File: src/rtl/irw_pkg.sv
// Shared types, constants and mixing functions for the ISAAC random word generator.
// Used by every module of the block; depends on nothing.
package irw_pkg;

   // Default pool depth in words
   localparam int POOL_WORDS_DEF = 256;

   // Request command codes
   localparam logic CMD_RESEED = 1'b0;
   localparam logic CMD_NEXT   = 1'b1;

   // Eight mixing words
   typedef logic [7:0][31:0] w8_type;

   // Datapath operations issued by the controller
   typedef enum logic [4:0] {
      OP_NONE,
      OP_CLEAR,
      OP_SEED_LOAD,
      OP_MIX,
      OP_LOAD_RD,
      OP_LOAD_ADD,
      OP_STORE,
      OP_NEXT_BLK,
      OP_RND_START,
      OP_RD_X,
      OP_RD_MID,
      OP_ACC,
      OP_RD_MOD,
      OP_WR_Y,
      OP_WR_R,
      OP_OUT_RD,
      OP_OUT_LOAD
   } op_type;

   typedef struct packed {
      op_type op;
   } dp_cmd_type;

   typedef struct packed {
      logic idx_last;       // word index at last pool entry
      logic mix_last;       // last line of one mix
      logic init_mix_last;  // last line of the four initial mixes
      logic k_last;         // last word within a block
      logic blk_last;       // last block of a seeding pass
      logic mod_busy;       // index reduction still running
      logic rd_empty;       // result table used up
   } dp_status_type;

   // Shift of one mix line
   function automatic logic [31:0] mix_shift(input logic [31:0] v, input logic [2:0] j);
      logic [31:0] r;
      case (j)
         3'd0:    r = v << 11;
         3'd1:    r = v >> 2;
         3'd2:    r = v << 8;
         3'd3:    r = v >> 16;
         3'd4:    r = v << 10;
         3'd5:    r = v >> 4;
         3'd6:    r = v << 8;
         default: r = v >> 9;
      endcase
      return r;
   endfunction

   // One line of the eight-word mix
   function automatic w8_type mix_step(input w8_type w, input logic [2:0] j);
      logic [2:0]  b;
      logic [2:0]  c;
      logic [2:0]  d;
      logic [31:0] t;
      w8_type      r;
      b    = j + 3'd1;
      c    = j + 3'd2;
      d    = j + 3'd3;
      t    = w[j] ^ mix_shift(w[b], j);
      r    = w;
      r[j] = t;
      r[d] = w[d] + t;
      r[b] = w[b] + w[c];
      return r;
   endfunction

   // Accumulator scramble chosen by word index modulo four
   function automatic logic [31:0] accum_mix(input logic [31:0] a, input logic [1:0] sel);
      logic [31:0] r;
      case (sel)
         2'd0:    r = a ^ (a << 13);
         2'd1:    r = a ^ (a >> 6);
         2'd2:    r = a ^ (a << 2);
         default: r = a ^ (a >> 16);
      endcase
      return r;
   endfunction

endpackage

File: src/rtl/irw_ctrl.sv
// Controller: sequences the clearing pass, reseeding, generation rounds and delivery.
// Drives datapath operations from status; depends on irw_pkg.
module irw_ctrl (
   input  logic                  clock,
   input  logic                  reset,
   input  logic                  req_valid,
   output logic                  req_stall,
   input  logic                  req_cmd,
   output logic                  rsp_valid,
   input  logic                  rsp_stall,
   output irw_pkg::dp_cmd_type   cmd,
   input  irw_pkg::dp_status_type status
);

   typedef enum logic [4:0] {
      S_CLEAR,
      S_IDLE,
      S_INIT_MIX,
      S_LOAD_RD,
      S_LOAD_ADD,
      S_BLK_MIX,
      S_STORE,
      S_NEXT_BLK,
      S_RND_START,
      S_RD_X,
      S_RD_MID,
      S_ACC,
      S_WAIT_X,
      S_WR_Y,
      S_WAIT_Y,
      S_WR_R,
      S_OUT_RD,
      S_OUT_WAIT
   } state_type;

   state_type state_ff, state_in;
   logic      pass_ff, pass_in;
   logic      from_next_ff, from_next_in;
   logic      rsp_valid_ff, rsp_valid_in;
   logic      accept, out_free;

   assign accept   = req_valid && !req_stall;
   assign out_free = !rsp_valid_ff || !rsp_stall;

   // Operation for the current state
   always_comb begin
      cmd.op = irw_pkg::OP_NONE;
      case (state_ff)
         S_CLEAR:     cmd.op = irw_pkg::OP_CLEAR;
         S_IDLE: begin
            if (accept && req_cmd == irw_pkg::CMD_RESEED) begin
               cmd.op = irw_pkg::OP_SEED_LOAD;
            end
         end
         S_INIT_MIX:  cmd.op = irw_pkg::OP_MIX;
         S_BLK_MIX:   cmd.op = irw_pkg::OP_MIX;
         S_LOAD_RD:   cmd.op = irw_pkg::OP_LOAD_RD;
         S_LOAD_ADD:  cmd.op = irw_pkg::OP_LOAD_ADD;
         S_STORE:     cmd.op = irw_pkg::OP_STORE;
         S_NEXT_BLK:  cmd.op = irw_pkg::OP_NEXT_BLK;
         S_RND_START: cmd.op = irw_pkg::OP_RND_START;
         S_RD_X:      cmd.op = irw_pkg::OP_RD_X;
         S_RD_MID:    cmd.op = irw_pkg::OP_RD_MID;
         S_ACC:       cmd.op = irw_pkg::OP_ACC;
         S_WAIT_X, S_WAIT_Y: begin
            if (!status.mod_busy) begin
               cmd.op = irw_pkg::OP_RD_MOD;
            end
         end
         S_WR_Y:      cmd.op = irw_pkg::OP_WR_Y;
         S_WR_R:      cmd.op = irw_pkg::OP_WR_R;
         S_OUT_RD:    cmd.op = irw_pkg::OP_OUT_RD;
         // Keep the table word read until the result register frees up
         S_OUT_WAIT: begin
            if (out_free) begin
               cmd.op = irw_pkg::OP_OUT_LOAD;
            end else begin
               cmd.op = irw_pkg::OP_OUT_RD;
            end
         end
         default: cmd.op = irw_pkg::OP_NONE;
      endcase
   end

   // Next state
   always_comb begin
      state_in     = state_ff;
      pass_in      = pass_ff;
      from_next_in = from_next_ff;
      case (state_ff)
         S_CLEAR: begin
            if (status.idx_last) state_in = S_IDLE;
         end
         S_IDLE: begin
            if (accept) begin
               if (req_cmd == irw_pkg::CMD_RESEED) begin
                  state_in     = S_INIT_MIX;
                  pass_in      = 1'b0;
                  from_next_in = 1'b0;
               end else if (status.rd_empty) begin
                  state_in     = S_RND_START;
                  from_next_in = 1'b1;
               end else begin
                  state_in = S_OUT_RD;
               end
            end
         end
         S_INIT_MIX: begin
            if (status.init_mix_last) state_in = S_BLK_MIX;
         end
         S_LOAD_RD:  state_in = S_LOAD_ADD;
         S_LOAD_ADD: state_in = status.k_last ? S_BLK_MIX : S_LOAD_RD;
         S_BLK_MIX: begin
            if (status.mix_last) state_in = S_STORE;
         end
         S_STORE: begin
            if (status.k_last) state_in = S_NEXT_BLK;
         end
         S_NEXT_BLK: begin
            if (status.blk_last) begin
               if (!pass_ff) begin
                  pass_in  = 1'b1;
                  state_in = S_LOAD_RD;
               end else begin
                  state_in = S_RND_START;
               end
            end else begin
               state_in = pass_ff ? S_LOAD_RD : S_BLK_MIX;
            end
         end
         S_RND_START: state_in = S_RD_X;
         S_RD_X:      state_in = S_RD_MID;
         S_RD_MID:    state_in = S_ACC;
         S_ACC:       state_in = S_WAIT_X;
         S_WAIT_X: begin
            if (!status.mod_busy) state_in = S_WR_Y;
         end
         S_WR_Y:      state_in = S_WAIT_Y;
         S_WAIT_Y: begin
            if (!status.mod_busy) state_in = S_WR_R;
         end
         S_WR_R: begin
            if (status.idx_last) begin
               state_in = from_next_ff ? S_OUT_RD : S_IDLE;
            end else begin
               state_in = S_RD_X;
            end
         end
         S_OUT_RD:    state_in = S_OUT_WAIT;
         S_OUT_WAIT: begin
            if (out_free) state_in = S_IDLE;
         end
         default: state_in = S_IDLE;
      endcase
   end

   // Hold the result until the receiver takes it
   always_comb begin
      rsp_valid_in = rsp_valid_ff;
      if (cmd.op == irw_pkg::OP_OUT_LOAD) begin
         rsp_valid_in = 1'b1;
      end else if (rsp_valid_ff && !rsp_stall) begin
         rsp_valid_in = 1'b0;
      end
   end

   always_ff @(posedge clock) begin
      if (reset) begin
         state_ff     <= S_CLEAR;
         pass_ff      <= 1'b0;
         from_next_ff <= 1'b0;
         rsp_valid_ff <= 1'b0;
      end else begin
         state_ff     <= state_in;
         pass_ff      <= pass_in;
         from_next_ff <= from_next_in;
         rsp_valid_ff <= rsp_valid_in;
      end
   end

   assign req_stall = state_ff != S_IDLE;
   assign rsp_valid = rsp_valid_ff;

endmodule

File: config.mk
export PLATFORM = sky130hd
export DESIGN_NAME = irw_ctrl
export DESIGN_NICKNAME = d
export VERILOG_FILES = /design/src/rtl/irw_pkg.sv /design/src/rtl/irw_ctrl.sv
export SDC_FILE = /design/constraint.sdc
export NUM_CORES = 1
export LEC_CHECK = 0
export BUFFER_PORTS_ARGS = -buffer_cell sky130_fd_sc_hd__buf_2
export CORE_MARGIN = 8
export CORE_UTILIZATION = 50
export DETAILED_ROUTE_END_ITERATION = 12
export PLACE_DENSITY = 0.74
export SLEW_MARGIN = 20
export SYNTH_ARGS = -nofsm -noshare
export SYNTH_HDL_FRONTEND = slang
export SYNTH_SLANG_ARGS = --single-unit
File: constraint.sdc
create_clock -name clock -period 2.1 [get_ports clock]
set_input_delay 0 -clock clock [delete_from_list [all_inputs] [get_ports clock]]
set_output_delay 0 -clock clock [all_outputs]
set_load 0.005 [all_outputs]
* Yosys cells after proc, flatten, opt, wreduce, memory -nomap -nowiden
Index checks and enable logic that the tools add are counted.
W data, S select, Z words.
** Storage, ports and cells
- Memory bits (writable) :: 0
- Latch bits :: 0
- Input bits :: 12
- Memories kept :: 0
- Bits in registers :: 8
- ROM bits :: 0
** Operators by class
- Reductions and logical operators :: 15
- $lt $le $gt $ge :: 0
- Divide/modulo/power cells :: 0
- Shift operators :: 0
- Add/subtract/negate cells :: 0
- Multiplexer cells :: 29
- Bitwise logic cells :: 1
- Eq/ne operators :: 30
- $mul :: 0
** Operator list (number)
- $pmux W5 S18 :: 1
- $pmux W5 S16 :: 1
- $mux W5 :: 14
- $eq A5 B4 Y1 const B :: 8
- $eq A5 B3 Y1 const B :: 4
- $ne A2 B2 Y1 const B :: 10
- $eq A5 B5 Y1 const B :: 3
- $eq A5 B2 Y1 const B :: 2
- $mux W4 :: 2
- $reduce_and A8 Y1 :: 1
- $mux W1 :: 7
- $mux W3 :: 2
- $eq A5 B1 Y1 const B :: 1
- $logic_not A5 Y1 :: 1
- $ne A5 B1 Y1 const B :: 1
- $reduce_and A4 Y1 :: 1
- $reduce_bool A2 Y1 :: 2
- $reduce_or A2 Y1 :: 2
- $logic_and A1 B1 Y1 :: 3
- $logic_not A1 Y1 :: 3
- $reduce_and A3 Y1 :: 1
- $mux W2 :: 1
- $ne A2 B1 Y1 const B :: 1
- $pmux W1 S2 :: 1
- other kinds (2) :: 2

* Depth between registers and ports, before layout
- Depth in word-level cells :: 8
- Mapped depth :: 7
- Mapped depth without buffers :: 7

* Least setup slack after synthesis
Ideal clock, no wire load.
- Kind :: flip-flop to flip-flop
- Start point :: register state_ff[2]
- End point :: register state_ff[0]
- Path buffers :: 0
- Arrival time :: 1399 ps
- Setup time :: 117 ps
- Path slack :: 583 ps
- Cell stages (with the launch flop) :: 6
- Cells stage by stage :: dfxtp_1 > or2_4 > or4_4 > nand4_4 > nor2_1 > a32o_1
** Between the ends
- Longest elaborated chain between the ends :: 5
- Elaborated cells between the ends (all ways) :: 31
- Classes of those cells :: 26 x eq/ne; 1 x mux; 4 x reduce/logical
** Ends and longest elaborated chain
- start: declaration :: RTL line irw_ctrl.sv:36 : state_type state_ff, state_in;
- start signal: assignment :: RTL line irw_ctrl.sv:174 : state_ff <= state_in;
- $ne A5 B1 Y1 :: RTL line irw_ctrl.sv:181 : assign req_stall = state_ff != S_IDLE;
- $logic_not A1 Y1 :: RTL line irw_ctrl.sv:42 : assign accept = req_valid && !req_stall;
- $logic_and A1 B1 Y1 :: RTL line irw_ctrl.sv:42
- $ne A2 B2 Y1 (no source line)
- $reduce_and A8 Y1 (no source line)
Several ways; a longest one is shown, not always the timed one.
A chain may end at the register's enable or synchronous reset.

==> metrics <==
status completed; Slew @ Worst Pin between 600 and 700 ps; clock skew 3.90 ps; Peak supply drop 0.453 mV; sw frac 41.2%; Rows 15; XOR/XNOR Fraction of Synth Area 1.89%; Synth cell types 42; first-pass GRT wire length around 4200 microns; mapped cell area 926 sq um; post-route ant nets 0; P_int 0.430 mW; Synth Area in Simple Gates 38.6%; r2r startpoint state_ff[1]$_SDFFE_PP0P_; Power Density 695 nW/um^2; most frequent cells in the layout 18 x buf_2, 12 x a21oi_1, 12 x nand2_1; relative max-transition margin 57.5%; port bufs 18; synthesis-stage register bit count 8; Post-Syn Area per Cell 7.07 sq um; mean routed wirelength per cell 14.5 microns; GPL Wtd Cong 0.937; Hold Path Class in -> reg; DR pass1 iterations 4; clk slew on worst S/H paths around 50 ps; area of the multi-input gates 682 sq um; worst hold start reset; largest net degree at the start of global routing 22; Pwr Total 0.732 mW; Setup violations, final 0; DPL Wire Length 1960 microns; Final Hold Vio Count 0; CP cell instances inv_1 > nor2_1 > o21ai_0 > o21a_1 > o21ai_0 > buf_2; total CTS buffers 3; syn_nets 146; Synth Area in Compound Gates between 20% and 30%; worst hold stages 2; Avg Vias per Cell 5.84; Placed Area 1030 sq um; Period minus WS final 1840 ps; area grow syn2layout 13.8%; post-synthesis sequential area ratio approximately 17%; Crit path arrival time 1840 ps; H-tree depth 1; share of layout cells above drive strength 1 21.8%; TritonCTS clock tree yes; mux cell area share after synthesis approximately 3.2%; CTS resizes 0; # placed instances 169; Ys Warns 0; worst slack at placement 388 ps; DR iter-0 viols 54; fraction of power consumed by the clock network 16.4%; Mapped Cells 131; Fin Hold WS 22.0 ps; hold buffer count at cts 0; Worst setup SP type register; Seq pwr share between 20% and 30%; post-route cell area 1050 sq um; cell leakage power between 0.4 and 0.5 nW; fill cell count 164; Worst Path Required 2100 ps; smallest setup slack after layout 258 ps; Antenna Cells 0; initial antenna violation count 0; RSZ-0062 raised after global routing false; via count 1004; register area 160 sq um; chip width 59.0 microns; Max Cap Viol 0; fin util between 60% and 70%; Clock Latency Late Sink 260 ps; final worst-path cycle share between 80% and 90%; Final Net Count 164; CP dominant cell by count o21ai_0; die area around 3500 sq um; setup bufs post-CTS 0; GRT Util Overall roughly 15%; root buffer cell clkbuf_4; crit path kind reg -> out; most common cell after layout, fill and taps aside buf_2; initial core utilization 53.6%; routed wire length 2500 microns; setup TNS 0 ps; Gate power share 57.8%; final std cells w/o fill ~170; CP max FO 21; Ports 19; clk sinks 8; adder-cell share of the synthesized area 4.05%; worst r2r path cells 6; clock buffer depth 2; gr ovfl total 0; Setup crit start state_ff[3]$_SDFFE_PP0P_; DRC Markers 0; main combinational cell family by area after synthesis simple AND/OR/NAND/NOR gates; CP max-delay cell dfxtp_1; Core ar. 1730 sq um; Slew Viols, Final 0; die extent in y 59.0 microns; crit-path max cell delay 730 ps; fmax 543 MHz; vias in the first global route approximately 930; Critical Path Sink Type primary output; Psw 0.302 mW
[worst max-delay path, delay by kind of cell, from the launching register on]
kind                   cells  cell delay (ps)
buffers and inverters      2              300
AOI/OAI and AO/OA          3              350
and+or+nand+nor            1              210
DFF                        1              730
[worst paths after layout]
| path | end | slack [ps] |
|---|---|---|
| worst max register to register | state_ff[0]$_SDFFE_PP0P_ | 360 |
| worst min-delay path | pass_ff$_SDFFE_PP0P_ | 20 |
| worst max-delay path | cmd[0] | 260 |
| worst min register to register | pass_ff$_SDFFE_PP0P_ | 500 |
[cells in the mapped netlist]
cell type	number	area, sq um
a2111o_1	2	22.5
a2111oi_0	1	8.76
a211oi_1	2	15.0
a21o_1	1	7.51
a21oi_1	12	60.1
a221oi_1	1	8.76
a2bb2oi_1	1	8.76
a31oi_1	1	6.26
a32o_1	1	10.0
and3b_1	2	17.5
buf_2	10	50.1
buf_6	1	11.3
dfxtp_1	8	160
ha_1	3	37.5
inv_1	6	22.5
mux2i_1	3	30.0
nand2_1	12	45.0
nand2b_1	3	18.8
nand3_1	6	30.0
nand3b_1	2	15.0
nand4_1	2	12.5
nand4_4	1	21.3
nand4b_1	1	8.76
nor2_1	11	41.3
nor2b_1	6	37.5
nor2b_2	1	8.76
nor3_1	6	30.0
nor3_2	1	10.0
nor3b_1	3	22.5
nor4_1	1	6.26
o211ai_1	1	7.51
o21a_1	2	15.0
o21ai_0	5	25.0
o21ai_1	2	10.0
o221ai_1	2	17.5
o31ai_1	1	7.51
o41ai_1	1	8.76
or2_1	2	12.5
or2_4	1	8.76
or4_4	1	11.3
xnor2_1	1	8.76
xor2_1	1	8.76
[sequential cells by signal, summed over array words and instances, names as in the netlist]
name and flops:
from_next_ff 1, pass_ff 1, rsp_valid 1, state_ff 5
[logic make-up (layout without fill, tap and decap cells)]
kind of cell / Yosys count / in the layout
XOR/XNOR: 2 / 2
buffers and inverters: 17 / 33
AND/OR/NAND/NOR: 62 / 62
flip-flops: 8 / 8
AO/OA/AOI/OAI: 36 / 36
adder cells (fa/ha/maj): 3 / 3
multiplexers: 3 / 3
[metal layers]
metal / up-vias / GRT usage (%) / wire (microns)
met5: - / 0 / 0
li1: 510 / - / -
met1: 452 / 19.3 / 1090
met2: 33 / 23.8 / 1150
met4: 0 / 10.2 / 82
met3: 9 / 2.39 / 167
[power by group through the flow]
stage,clock (mW),combinational (mW),sequential [mW]
after floorplan,0,0.317,0.179
final,0.120,0.423,0.189
after global routing,0.132,0.466,0.191
after detailed placement,0,0.421,0.191
after CTS,0.126,0.424,0.188
after global placement,0,0.417,0.191
[layout make-up]
class                      count  share of cell area, %
clock buffer                   3                   2.14
timing repair buffer          24                   12.8
tap                           25                   2.97
inverter                       6                   2.14
sequential                     8                   15.2
multi-input combinational    106                   64.7
Power figures use the tool's default switching activity.
